==> config.mk <==
export PLATFORM = sky130hd
export DESIGN_NAME = hdlc_stuffing_framer_crc16
export DESIGN_NICKNAME = d
export VERILOG_FILES = /design/src/design/hsf_pkg.sv /design/src/design/hdlc_stuffing_framer_crc16.sv /design/src/design/hsf_fifo.sv /design/src/design/hsf_front.sv /design/src/design/hsf_back.sv
export SDC_FILE = /design/constraint.sdc
export NUM_CORES = 1
export LEC_CHECK = 0
export ABC_AREA = 1
export BUFFER_PORTS_ARGS = -buffer_cell sky130_fd_sc_hd__buf_2
export CAP_MARGIN = 0
export CORE_MARGIN = 5
export CORE_UTILIZATION = 43
export DETAILED_ROUTE_END_ITERATION = 8
export PLACE_DENSITY = 0.68
export SLEW_MARGIN = 20
export SYNTH_ARGS = -nofsm -noshare
export SYNTH_HDL_FRONTEND = slang
export SYNTH_SLANG_ARGS = --single-unit
export TNS_END_PERCENT = 10
==> constraint.sdc <==
create_clock -name clk -period 19.8 [get_ports clk]
set_input_delay 5.94 -clock clk [delete_from_list [all_inputs] [get_ports clk]]
set_output_delay 5.94 -clock clk [all_outputs]
set_load 0.05 [all_outputs]
==> src/design/hsf_pkg.sv <==
package hsf_pkg;

    typedef enum logic [1:0] {
        OP_FLAG = 2'd0,
        OP_DATA = 2'd1,
        OP_FCS  = 2'd2,
        OP_NONE = 2'd3
    } hsf_op_t;

    localparam logic [15:0] CRC_INIT = 16'hFFFF;
    localparam logic [15:0] CRC_POLY = 16'h8408;

    typedef struct packed {
        logic [1:0] operation;
        logic [7:0] data_byte;
    } hsf_in_t;

    typedef struct packed {
        logic [7:0] line_byte;
        logic       last_of_run;
    } hsf_out_t;

    // one byte to append, as handed from front to back
    typedef struct packed {
        logic [7:0] data;
        logic       stuff;
        logic       last;
    } hsf_entry_t;

    typedef struct packed {
        logic [9:0] bits;
        logic [3:0] len;
        logic [2:0] run;
    } hsf_stuff_t;

    function automatic logic [15:0] crc_byte(logic [15:0] crc, logic [7:0] b);
        logic [15:0] c;
        c = crc ^ {8'h00, b};
        for (int i = 0; i < 8; i++)
        begin
            if (c[0])
            begin
                c = (c >> 1) ^ CRC_POLY;
            end
            else
            begin
                c = c >> 1;
            end
        end
        return c;
    endfunction

    // run counts trailing ones, capped at four; five ones in a row gets a zero
    function automatic hsf_stuff_t stuff_byte(logic [7:0] b, logic en, logic [2:0] run_in);
        hsf_stuff_t r;
        logic [3:0] pos;
        logic [2:0] c;
        r   = '0;
        pos = 4'd0;
        c   = run_in;
        for (int i = 0; i < 8; i++)
        begin
            r.bits[pos] = b[i];
            pos = pos + 4'd1;
            if (b[i])
            begin
                if (en && c == 3'd4)
                begin
                    pos = pos + 4'd1;
                    c   = 3'd0;
                end
                else if (c != 3'd4)
                begin
                    c = c + 3'd1;
                end
            end
            else
            begin
                c = 3'd0;
            end
        end
        r.len = pos;
        r.run = c;
        return r;
    endfunction

endpackage

==> src/design/hdlc_stuffing_framer_crc16.sv <==
// HDLC transmit framer: flag/fill words go out as is, data words are bit stuffed
// and run through CRC-16/X.25, an FCS word appends the stuffed checksum (low byte
// first) and restarts the CRC. Output words are packed line bytes, first bit in
// bit 0, with last_of_run on the final byte an input word causes; operation 3 is
// dropped. The front takes one input word per cycle unless the byte queue is full
// or it is still queueing an FCS word's high byte; the back emits one line byte
// per cycle while the byte queue holds an entry and the output queue has room.
// Leading and trailing flags are the caller's job.
module hdlc_stuffing_framer_crc16 #(
    parameter int QUEUE_DEPTH = 4,
    parameter int OUT_DEPTH   = 2
) (
    input  logic              clk,
    input  logic              rst_n,
    input  logic              push,
    output logic              full,
    input  hsf_pkg::hsf_in_t  op_word,
    output logic              empty,
    input  logic              pop,
    output hsf_pkg::hsf_out_t line_word
);
    import hsf_pkg::*;

    logic       q_push;
    logic       q_full;
    logic       q_pop;
    logic       q_empty;
    hsf_entry_t q_wr_data;
    hsf_entry_t q_rd_data;
    logic       o_push;
    logic       o_full;
    hsf_out_t   o_data;

    hsf_front u_front (
        .clk     (clk),
        .rst_n   (rst_n),
        .push    (push),
        .full    (full),
        .op_word (op_word),
        .q_full  (q_full),
        .q_push  (q_push),
        .q_data  (q_wr_data)
    );

    hsf_fifo #(
        .T     (hsf_entry_t),
        .DEPTH (QUEUE_DEPTH)
    ) u_queue (
        .clk     (clk),
        .rst_n   (rst_n),
        .wr      (q_push),
        .wr_data (q_wr_data),
        .full    (q_full),
        .rd      (q_pop),
        .rd_data (q_rd_data),
        .empty   (q_empty)
    );

    hsf_back u_back (
        .clk     (clk),
        .rst_n   (rst_n),
        .q_empty (q_empty),
        .q_data  (q_rd_data),
        .q_pop   (q_pop),
        .o_full  (o_full),
        .o_push  (o_push),
        .o_data  (o_data)
    );

    hsf_fifo #(
        .T     (hsf_out_t),
        .DEPTH (OUT_DEPTH)
    ) u_out (
        .clk     (clk),
        .rst_n   (rst_n),
        .wr      (o_push),
        .wr_data (o_data),
        .full    (o_full),
        .rd      (pop),
        .rd_data (line_word),
        .empty   (empty)
    );

    a_queue_no_overrun: assert property (@(posedge clk) disable iff (!rst_n)
        q_push |-> !q_full)
        else $error("byte queue written while full");

    a_out_no_overrun: assert property (@(posedge clk) disable iff (!rst_n)
        o_push |-> !o_full)
        else $error("output queue written while full");

    a_pop_emits: assert property (@(posedge clk) disable iff (!rst_n)
        (q_pop && !q_empty) |-> (o_push && !o_full))
        else $error("queued byte consumed without an output word");

    a_fcs_holds: assert property (@(posedge clk) disable iff (!rst_n)
        (push && !full && op_word.operation == OP_FCS) |=> full)
        else $error("FCS word accepted without holding for its high byte");

endmodule

==> src/design/hsf_fifo.sv <==
module hsf_fifo #(
    parameter type T     = logic,
    parameter int  DEPTH = 4
) (
    input  logic clk,
    input  logic rst_n,
    input  logic wr,
    input  T     wr_data,
    output logic full,
    input  logic rd,
    output T     rd_data,
    output logic empty
);
    localparam int AW = (DEPTH > 1) ? $clog2(DEPTH) : 1;

    T               mem_reg [DEPTH];
    logic [AW-1:0]  wr_ptr_reg;
    logic [AW-1:0]  rd_ptr_reg;
    logic [AW:0]    count_reg;
    logic           do_wr;
    logic           do_rd;

    assign full    = (count_reg == (AW+1)'(DEPTH));
    assign empty   = (count_reg == '0);
    assign do_wr   = wr && !full;
    assign do_rd   = rd && !empty;
    assign rd_data = mem_reg[rd_ptr_reg];

    always_ff @(posedge clk)
    begin
        if (do_wr)
        begin
            mem_reg[wr_ptr_reg] <= wr_data;
        end
    end

    always_ff @(posedge clk or negedge rst_n)
    begin
        if (!rst_n)
        begin
            wr_ptr_reg <= '0;
            rd_ptr_reg <= '0;
            count_reg  <= '0;
        end
        else
        begin
            if (do_wr)
            begin
                wr_ptr_reg <= (wr_ptr_reg == AW'(DEPTH - 1)) ? '0 : wr_ptr_reg + AW'(1);
            end
            if (do_rd)
            begin
                rd_ptr_reg <= (rd_ptr_reg == AW'(DEPTH - 1)) ? '0 : rd_ptr_reg + AW'(1);
            end
            if (do_wr && !do_rd)
            begin
                count_reg <= count_reg + (AW+1)'(1);
            end
            else if (do_rd && !do_wr)
            begin
                count_reg <= count_reg - (AW+1)'(1);
            end
        end
    end

endmodule

==> src/design/hsf_front.sv <==
module hsf_front (
    input  logic               clk,
    input  logic               rst_n,
    input  logic               push,
    output logic               full,
    input  hsf_pkg::hsf_in_t   op_word,
    input  logic               q_full,
    output logic               q_push,
    output hsf_pkg::hsf_entry_t q_data
);
    import hsf_pkg::*;

    logic [15:0] crc_reg;
    logic [15:0] crc_next;
    logic        hold_reg;
    logic        hold_next;
    logic [7:0]  hi_reg;
    logic [7:0]  hi_next;
    logic [15:0] fcs;
    logic        accept;

    assign full   = hold_reg || q_full;
    assign accept = push && !full;
    assign fcs    = crc_reg ^ CRC_INIT;

    always_comb
    begin
        q_push    = 1'b0;
        q_data    = '0;
        crc_next  = crc_reg;
        hold_next = hold_reg;
        hi_next   = hi_reg;
        if (hold_reg)
        begin
            // second FCS byte
            if (!q_full)
            begin
                q_push       = 1'b1;
                q_data.data  = hi_reg;
                q_data.stuff = 1'b1;
                q_data.last  = 1'b1;
                hold_next    = 1'b0;
            end
        end
        else if (accept)
        begin
            case (hsf_op_t'(op_word.operation))
                OP_FLAG:
                begin
                    q_push       = 1'b1;
                    q_data.data  = op_word.data_byte;
                    q_data.stuff = 1'b0;
                    q_data.last  = 1'b1;
                end
                OP_DATA:
                begin
                    q_push       = 1'b1;
                    q_data.data  = op_word.data_byte;
                    q_data.stuff = 1'b1;
                    q_data.last  = 1'b1;
                    crc_next     = crc_byte(crc_reg, op_word.data_byte);
                end
                OP_FCS:
                begin
                    q_push       = 1'b1;
                    q_data.data  = fcs[7:0];
                    q_data.stuff = 1'b1;
                    q_data.last  = 1'b0;
                    hi_next      = fcs[15:8];
                    hold_next    = 1'b1;
                    crc_next     = CRC_INIT;
                end
                default:
                begin
                end
            endcase
        end
    end

    always_ff @(posedge clk or negedge rst_n)
    begin
        if (!rst_n)
        begin
            crc_reg  <= CRC_INIT;
            hold_reg <= 1'b0;
        end
        else
        begin
            crc_reg  <= crc_next;
            hold_reg <= hold_next;
        end
    end

    always_ff @(posedge clk)
    begin
        hi_reg <= hi_next;
    end

endmodule

==> src/design/hsf_back.sv <==
module hsf_back (
    input  logic                clk,
    input  logic                rst_n,
    input  logic                q_empty,
    input  hsf_pkg::hsf_entry_t q_data,
    output logic                q_pop,
    input  logic                o_full,
    output logic                o_push,
    output hsf_pkg::hsf_out_t   o_data
);
    import hsf_pkg::*;

    logic [8:0]  pending_reg;
    logic [8:0]  pending_next;
    logic [3:0]  count_reg;
    logic [3:0]  count_next;
    logic [2:0]  run_reg;
    logic [2:0]  run_next;
    hsf_stuff_t  st;
    logic [16:0] merged;
    logic [4:0]  total;

    assign st     = stuff_byte(q_data.data, q_data.stuff, run_reg);
    assign merged = {10'd0, pending_reg[6:0]} | ({7'd0, st.bits} << count_reg[2:0]);
    assign total  = {1'b0, count_reg} + {1'b0, st.len};

    always_comb
    begin
        q_pop        = 1'b0;
        o_push       = 1'b0;
        o_data       = '0;
        pending_next = pending_reg;
        count_next   = count_reg;
        run_next     = run_reg;
        if (!o_full && !q_empty)
        begin
            if (count_reg >= 4'd8)
            begin
                // whole byte left over: send it before appending
                o_push             = 1'b1;
                o_data.line_byte   = pending_reg[7:0];
                o_data.last_of_run = 1'b0;
                pending_next       = {8'd0, pending_reg[8]};
                count_next         = count_reg - 4'd8;
            end
            else
            begin
                q_pop              = 1'b1;
                o_push             = 1'b1;
                o_data.line_byte   = merged[7:0];
                o_data.last_of_run = q_data.last;
                pending_next       = merged[16:8];
                count_next         = 4'(total - 5'd8);
                run_next           = st.run;
            end
        end
    end

    always_ff @(posedge clk or negedge rst_n)
    begin
        if (!rst_n)
        begin
            pending_reg <= '0;
            count_reg   <= '0;
            run_reg     <= '0;
        end
        else
        begin
            pending_reg <= pending_next;
            count_reg   <= count_next;
            run_reg     <= run_next;
        end
    end

endmodule

==> impl_metrics.py, run 1 <==
metrics = {
    "sta": {
        "fin_crit_sh": 0.485,
        "slew_headroom": 0.342,
        "finalSetupTns_ns": 0,
        "final_hold_viol_count": 0,
        "fmax_mhz": 104,
        "slew_violations": 0,
        "period_minus_slack_ns": 9.61,
        "worst_slew_pin_slew_ns": 0.984,
        "clock_skew_ns": 0.0105,
        "rsz0062_at_grt": "no",
        "setup_viol": 0,
    },
    "critical_path": {
        "critPathMaxStageDelay_ns": 0.71,
        "critPathKind": "flop to flop",
        "worst-endpoint-required_ns": 20.03,
        "critical_path.startpoint_type": "flop",
        "cpLargestDelayFamily": "simple AND/OR/NAND/NOR gates",
        "endpoint_kind": "flop",
        "crit_buf_inv": 10,
        "crit_slowest_cell": "nand2_1",
        "cp_max_fo": 23,
        "cp_common_cell": "inv_1",
        "cp.arrival_ns": 9.84,
    },
    "outcome": {
        "status": "finished, final reports clean",
    },
    "placement": {
        "gp_congestion": 0.871,
        "dpl.hpwl_um": 13100,
        "portBuffers": 24,
    },
    "clock_network": {
        "clk_path_buf_depth": 2,
        "cts-root-buf": "clkbuf_16",
        "insertion_delay_ns": 0.34,
        "htree_levels": 3,
        "clk_pin_slew_ns": 0.08,
        "cts_hold_buf": 0,
        "clock_sinks": 110,
        "post_cts_resized": 0,
        "cts_setup_buffers": 0,
        "cts_made_buffers": 9,
        "cts_tree": "yes",
    },
    "finish": {
        "drive_gt1_frac": 0.133,
        "largest_register_ffs": 40,
        "syn_to_final_growth_pct": 8.02,
        "seqCellArea_um2": 3100,
        "fillCellCount": 1807,
        "final_net_count": 1109,
        "diodes": 0,
        "multi_input_area_um2": 4420,
    },
    "grt": {
        "grt_pass1_vias": 6256,
        "grt_max_degree": 45,
        "antenna_found_initial": 0,
        "gr-total-overflow": 0,
        "grt.total_usage": 0.160,
        "grt_pass1_wl_um": 29300,
    },
    "drt": {
        "vias": 6542,
        "wl_per_cell_um": 13.3,
        "dr.pass1.iters": 6,
        "ant_nets": 0,
        "drc_errors": 0,
        "via_per_inst": 5.12,
        "wl_um": 17000,
        "drt_iter0_drc": 437,
    },
    "floorplan": {
        "start_util": 0.436,
        "die_x_um": 148,
        "placementRows": 50,
        "die_y_um": 148,
        "ioPinCount": 25,
        "core_um2": 18700,
        "die-area_um2": 21800,
    },
    "job": {
        "drv_cap": 0,
    },
    "logic_synthesis": {
        "ys_warn_count": 0,
        "synth_edf_count": 66,
        "synthCells": 1022,
        "syn_area_um2": 8160,
        "synthFlopType": "edfxtp_1",
        "synth_seq_cells": 110,
        "postSynth.asyncResetShare": 0.400,
        "syn_area_per_cell_um2": 7.98,
        "yosysUniqueCellTypes": 47,
        "yosysSeqAreaShare": 0.380,
    },
    "worst_hold_path": {
        "min_path_type": "flop to flop",
    },
}
[worst register-to-register path, delay by kind of cell, from the launching register on]
kind                       cells  cell delay, ns
adders and majority gates      8            2.04
AOI/OAI and AO/OA              3            0.45
DFF                            1            0.65
muxes                          1            0.38
and+or+nand+nor               23            4.21
buffers and inverters         10            1.04
xor gates and xnor gates       4            0.71
[cells by family after synthesis]
| kind of cell | share of synthesized area |
|---|---|
| simple gates | 0.304 |
| buf+inv | 0.0790 |
| compound gates | 0.103 |
| flops | 0.380 |
| fa+ha+maj | 0.0877 |
| xor+xnor | 0.0440 |
| other cells | 0.000920 |
| mux | 0.00138 |
[per-layer routing]
metal  GRT usage  wire length [um]
met3      0.0162               451
met5           0                 0
met4      0.0387               169
met2       0.264              7850
met1       0.227              8500
[cell usage in the layout (no fill, tap or decap), types with 3 or more instances in the layout]
master     Yosys  final
a21oi_1       25     25
a21oi_2        3      3
a22oi_1       20     20
a32oi_1        5      5
buf_2          5     23
clkbuf_16      0     10
clkinv_1       4      4
conb_1         2      4
dfrtp_1       28     28
dfstp_2       16     16
edfxtp_1      66     66
ha_1          54     54
inv_1        130    130
inv_2         11     11
nand2_1      224    224
nand2_2       26     26
nand2_4        5      5
nand3_1      102    102
nand3_2        6      6
nand4_1       20     20
nand4_2        3      3
nand4_4        3      3
nor2_1        76     76
nor2_2        10     10
nor2_4         7      7
nor3_1        11     11
o211ai_1       6      6
o21ai_0       65     65
o21ai_1        5      5
o31ai_1        9      9
xnor2_1       14     14
xor2_1        27     27
[cell type report]
class / instances / area share
inverter: 145 / 0.0617
clock inverter: 5 / 0.00795
clock buffer: 11 / 0.0288
sequential: 110 / 0.352
timing repair buffer: 25 / 0.0148
tap: 234 / 0.0332
multi-input combinational: 748 / 0.501
[cell usage after synthesis (2+ instances only)]
cell type	number	area share
nand2_1	224	0.10
nand2_2	26	0.020
edfxtp_1	66	0.24
clkinv_1	4	0.0018
clkbuf_1	13	0.0060
nand4_1	20	0.015
nor3_2	2	0.0025
xor2_1	27	0.029
inv_1	130	0.060
nand4_2	3	0.0046
nand3_2	6	0.0074
nand2_4	5	0.0069
fa_1	2	0.0049
dfstp_2	16	0.052
or2_0	2	0.0015
a21oi_2	3	0.0032
buf_2	5	0.0031
o22ai_1	2	0.0015
nand4_4	3	0.0078
a22oi_1	20	0.018
o21ai_0	65	0.040
o21ai_1	5	0.0031
nor2_4	7	0.0097
nor3_1	11	0.0067
a32oi_1	5	0.0054
conb_1	2	0.00092
o31ai_1	9	0.0083
a21oi_1	25	0.015
nor2_2	10	0.0077
nand2_8	2	0.0049
nand3_1	102	0.063
o211ai_1	6	0.0055
xnor2_1	14	0.015
inv_2	11	0.0051
buf_6	2	0.0028
dfrtp_1	28	0.086
ha_1	54	0.083
nor2_1	76	0.035
[path summary, 6_finish.rpt]
path / start / end / slack, ns / cells after the start
worst max-delay path: u_queue.rd_ptr_reg[0] / u_back.count_reg[3] / 10.19 / 49
worst min-delay path: u_front.crc_reg[9] / u_front.crc_reg[9] / 0.50 / 2
worst max register to register: u_queue.rd_ptr_reg[0] / u_back.count_reg[3] / 10.19 / 49
worst min register to register: u_front.crc_reg[9] / u_front.crc_reg[9] / 0.50 / 2
max in group asynchronous: rst_n / u_front.crc_reg[0] / 13.80 / 1
min in group asynchronous: rst_n / u_back.pending_reg[3] / 5.60 / 1
[through the flow]
step | util | std cells | setup slack (ns) | hold WS, ns | instance area [um2]
after floorplan | - | 1024 | 11.80 | 0.453 | 8170
after global placement | 0.454 | 1262 | 10.59 | 0.483 | 8490
after CTS | 0.471 | 1278 | 10.18 | 0.496 | 8810
after global routing | 0.471 | 1278 | 9.27 | 0.532 | 8810
after detailed placement | 0.454 | 1262 | 10.23 | 0.483 | 8490
final | 0.471 | 1278 | 10.19 | 0.499 | 8810
Power of run 1 is left out: the tool's default activity adds up to more than one toggle a clock period on the data nets, which glitch-free logic cannot reach.
==> run 2: changes to the inputs <==
Clock period 19.8 ns to 10 ns, I/O delays scaled along.
==> impl_metrics.py, run 2 (same netlist as run 1, synthesis figures left out) <==
metrics = {
    "clock_network": {
        "cts_hold_buf": 0,
        "cts_made_buffers": 9,
        "htree_levels": 3,
        "clock_sinks": 110,
        "insertion_delay_ns": 0.35,
        "cts_tree": "yes",
        "cts_setup_buffers": 0,
        "cts-root-buf": "clkbuf_16",
        "clk_path_buf_depth": 2,
        "post_cts_resized": 0,
        "clk_pin_slew_ns": 0.07,
    },
    "grt": {
        "grt.total_usage": 0.160,
        "grt_max_degree": 45,
        "grt_pass1_wl_um": 29300,
        "gr-total-overflow": 0,
        "grt_pass1_vias": 6202,
        "antenna_found_initial": 0,
    },
    "drt": {
        "drc_errors": 0,
        "met3_length_um": 556,
        "vias": 6644,
        "via_per_inst": 5.19,
        "wl_met2_um": 7940,
        "highest_layer": "met4",
        "ant_nets": 0,
        "wl_met1_um": 8480,
        "wl_um": 17200,
        "dr.pass1.iters": 5,
        "wl_per_cell_um": 13.4,
        "drt_iter0_drc": 369,
    },
    "finish": {
        "diodes": 0,
        "largest_register_ffs": 40,
        "syn_to_final_growth_pct": 7.62,
        "final_net_count": 1111,
        "drive_gt1_frac": 0.135,
        "final_cell_mix": "nand2_1 (224), inv_1 (130), nand3_1 (102)",
        "final_common_cell": "nand2_1",
        "fillCellCount": 1776,
    },
    "sta": {
        "final_hold_viol_count": 0,
        "slew_violations": 0,
        "fin_crit_sh": 0.894,
        "slew_headroom": 0.304,
        "rsz0062_at_grt": "no",
        "clock_skew_ns": 0.00817,
        "worst_slew_pin_slew_ns": 1.04,
        "fmax_mhz": 112,
        "period_minus_slack_ns": 8.94,
        "finalSetupTns_ns": 0,
        "setup_viol": 0,
    },
    "floorplan": {
        "core_um2": 18700,
        "start_util": 0.436,
        "die-area_um2": 21800,
        "ioPinCount": 25,
        "placementRows": 50,
        "die_x_um": 148,
        "die_y_um": 148,
    },
    "critical_path": {
        "ff2ff_path_depth": 50,
        "cpLargestDelayFamily": "simple AND/OR/NAND/NOR gates",
        "cp_common_cell": "inv_1",
        "r2r_start": "u_back.run_reg[0]",
        "endpoint_kind": "flop",
        "critical_path.startpoint_type": "flop",
        "r2r_setup_slack_ns": 1.06,
        "worst-endpoint-required_ns": 10.23,
        "cp.arrival_ns": 9.17,
        "critPathMaxStageDelay_ns": 0.44,
        "crit_buf_inv": 10,
        "critPathKind": "flop to flop",
        "r2r-end": "u_back.count_reg[3]",
        "crit_slowest_cell": "fa_1",
        "cp_max_fo": 5,
    },
    "worst_hold_path": {
        "hold-path-endpoint": "u_front.crc_reg[10]",
        "min_path_type": "flop to flop",
        "hold-path-cell-count": 2,
        "hold_path_startpoint": "u_front.crc_reg[10]",
    },
    "outcome": {
        "status": "finished, final reports clean",
    },
    "job": {
        "drv_cap": 0,
    },
    "placement": {
        "dpl.hpwl_um": 13200,
        "portBuffers": 24,
        "gp_congestion": 0.869,
    },
}
-- run 2: changes by cell type in the layout (fill, tap and decap cells not counted) --
cell	previous run	this run
clkinvlp_4	0	3
inv_6	2	0
clkinv_2	0	1
clkinv_4	0	1
clkbuf_16	10	9
bufinv_16	1	0
buf_4	2	4
inv_8	2	1
-- run 2: area by class of cell --
class	count	area, um2	area share
clock buffer	10	229	0.0261
clock inverter	6	47.5	0.00541
inverter	145	544	0.0620
multi-input combinational	748	4420	0.503
sequential	110	3100	0.353
tap	234	293	0.0333
timing repair buffer	27	145	0.0165
-- run 2: per-layer routing --
layer / GRT usage / vias up
met5: 0 / -
met4: 0.0438 / 0
met2: 0.261 / 117
met3: 0.0236 / 18
met1: 0.224 / 3085
li1: - / 3424
-- run 2: worst max path at each step --
stage	startpoint	end	slack, ns	depth (start not counted)
global route	u_back.run_reg[0]	u_back.count_reg[3]	0.21	50
finish	u_back.run_reg[0]	u_back.count_reg[3]	1.06	50
CTS	u_back.run_reg[0]	u_back.count_reg[3]	1.06	50
global placement	u_queue.rd_ptr_reg[1]	u_back.count_reg[3]	1.48	50
detailed placement	u_back.run_reg[0]	u_back.count_reg[3]	1.13	50
floorplan	u_back.run_reg[0]	u_back.count_reg[3]	2.00	50
-- run 2: per-stage QoR --
step | util | setup WS [ns] | instance area (um2) | instances | hold slack [ns]
4_1_cts | 0.469 | 1.06 | 8780 | 1280 | 0.497
3_3_place_gp | 0.455 | 1.48 | 8500 | 1264 | 0.482
3_5_place_dp | 0.455 | 1.13 | 8500 | 1264 | 0.485
5_1_grt | 0.469 | 0.205 | 8780 | 1280 | 0.529
6_report | 0.469 | 1.06 | 8780 | 1280 | 0.497
2_1_floorplan | - | 2.00 | 8170 | 1024 | 0.453
-- run 2: worst reg2reg max path, delay by kind of cell (launching register included) --
kind	cells	cell delay, ns
AND/OR/NAND/NOR	22	3.78
adder cells (fa/ha/maj)	10	2.41
XOR/XNOR	4	0.73
multiplexers	1	0.37
flip-flops	1	0.38
buffers and inverters	10	0.74
AO/OA/AOI/OAI	3	0.46
Power of run 2 is left out for the same reason.
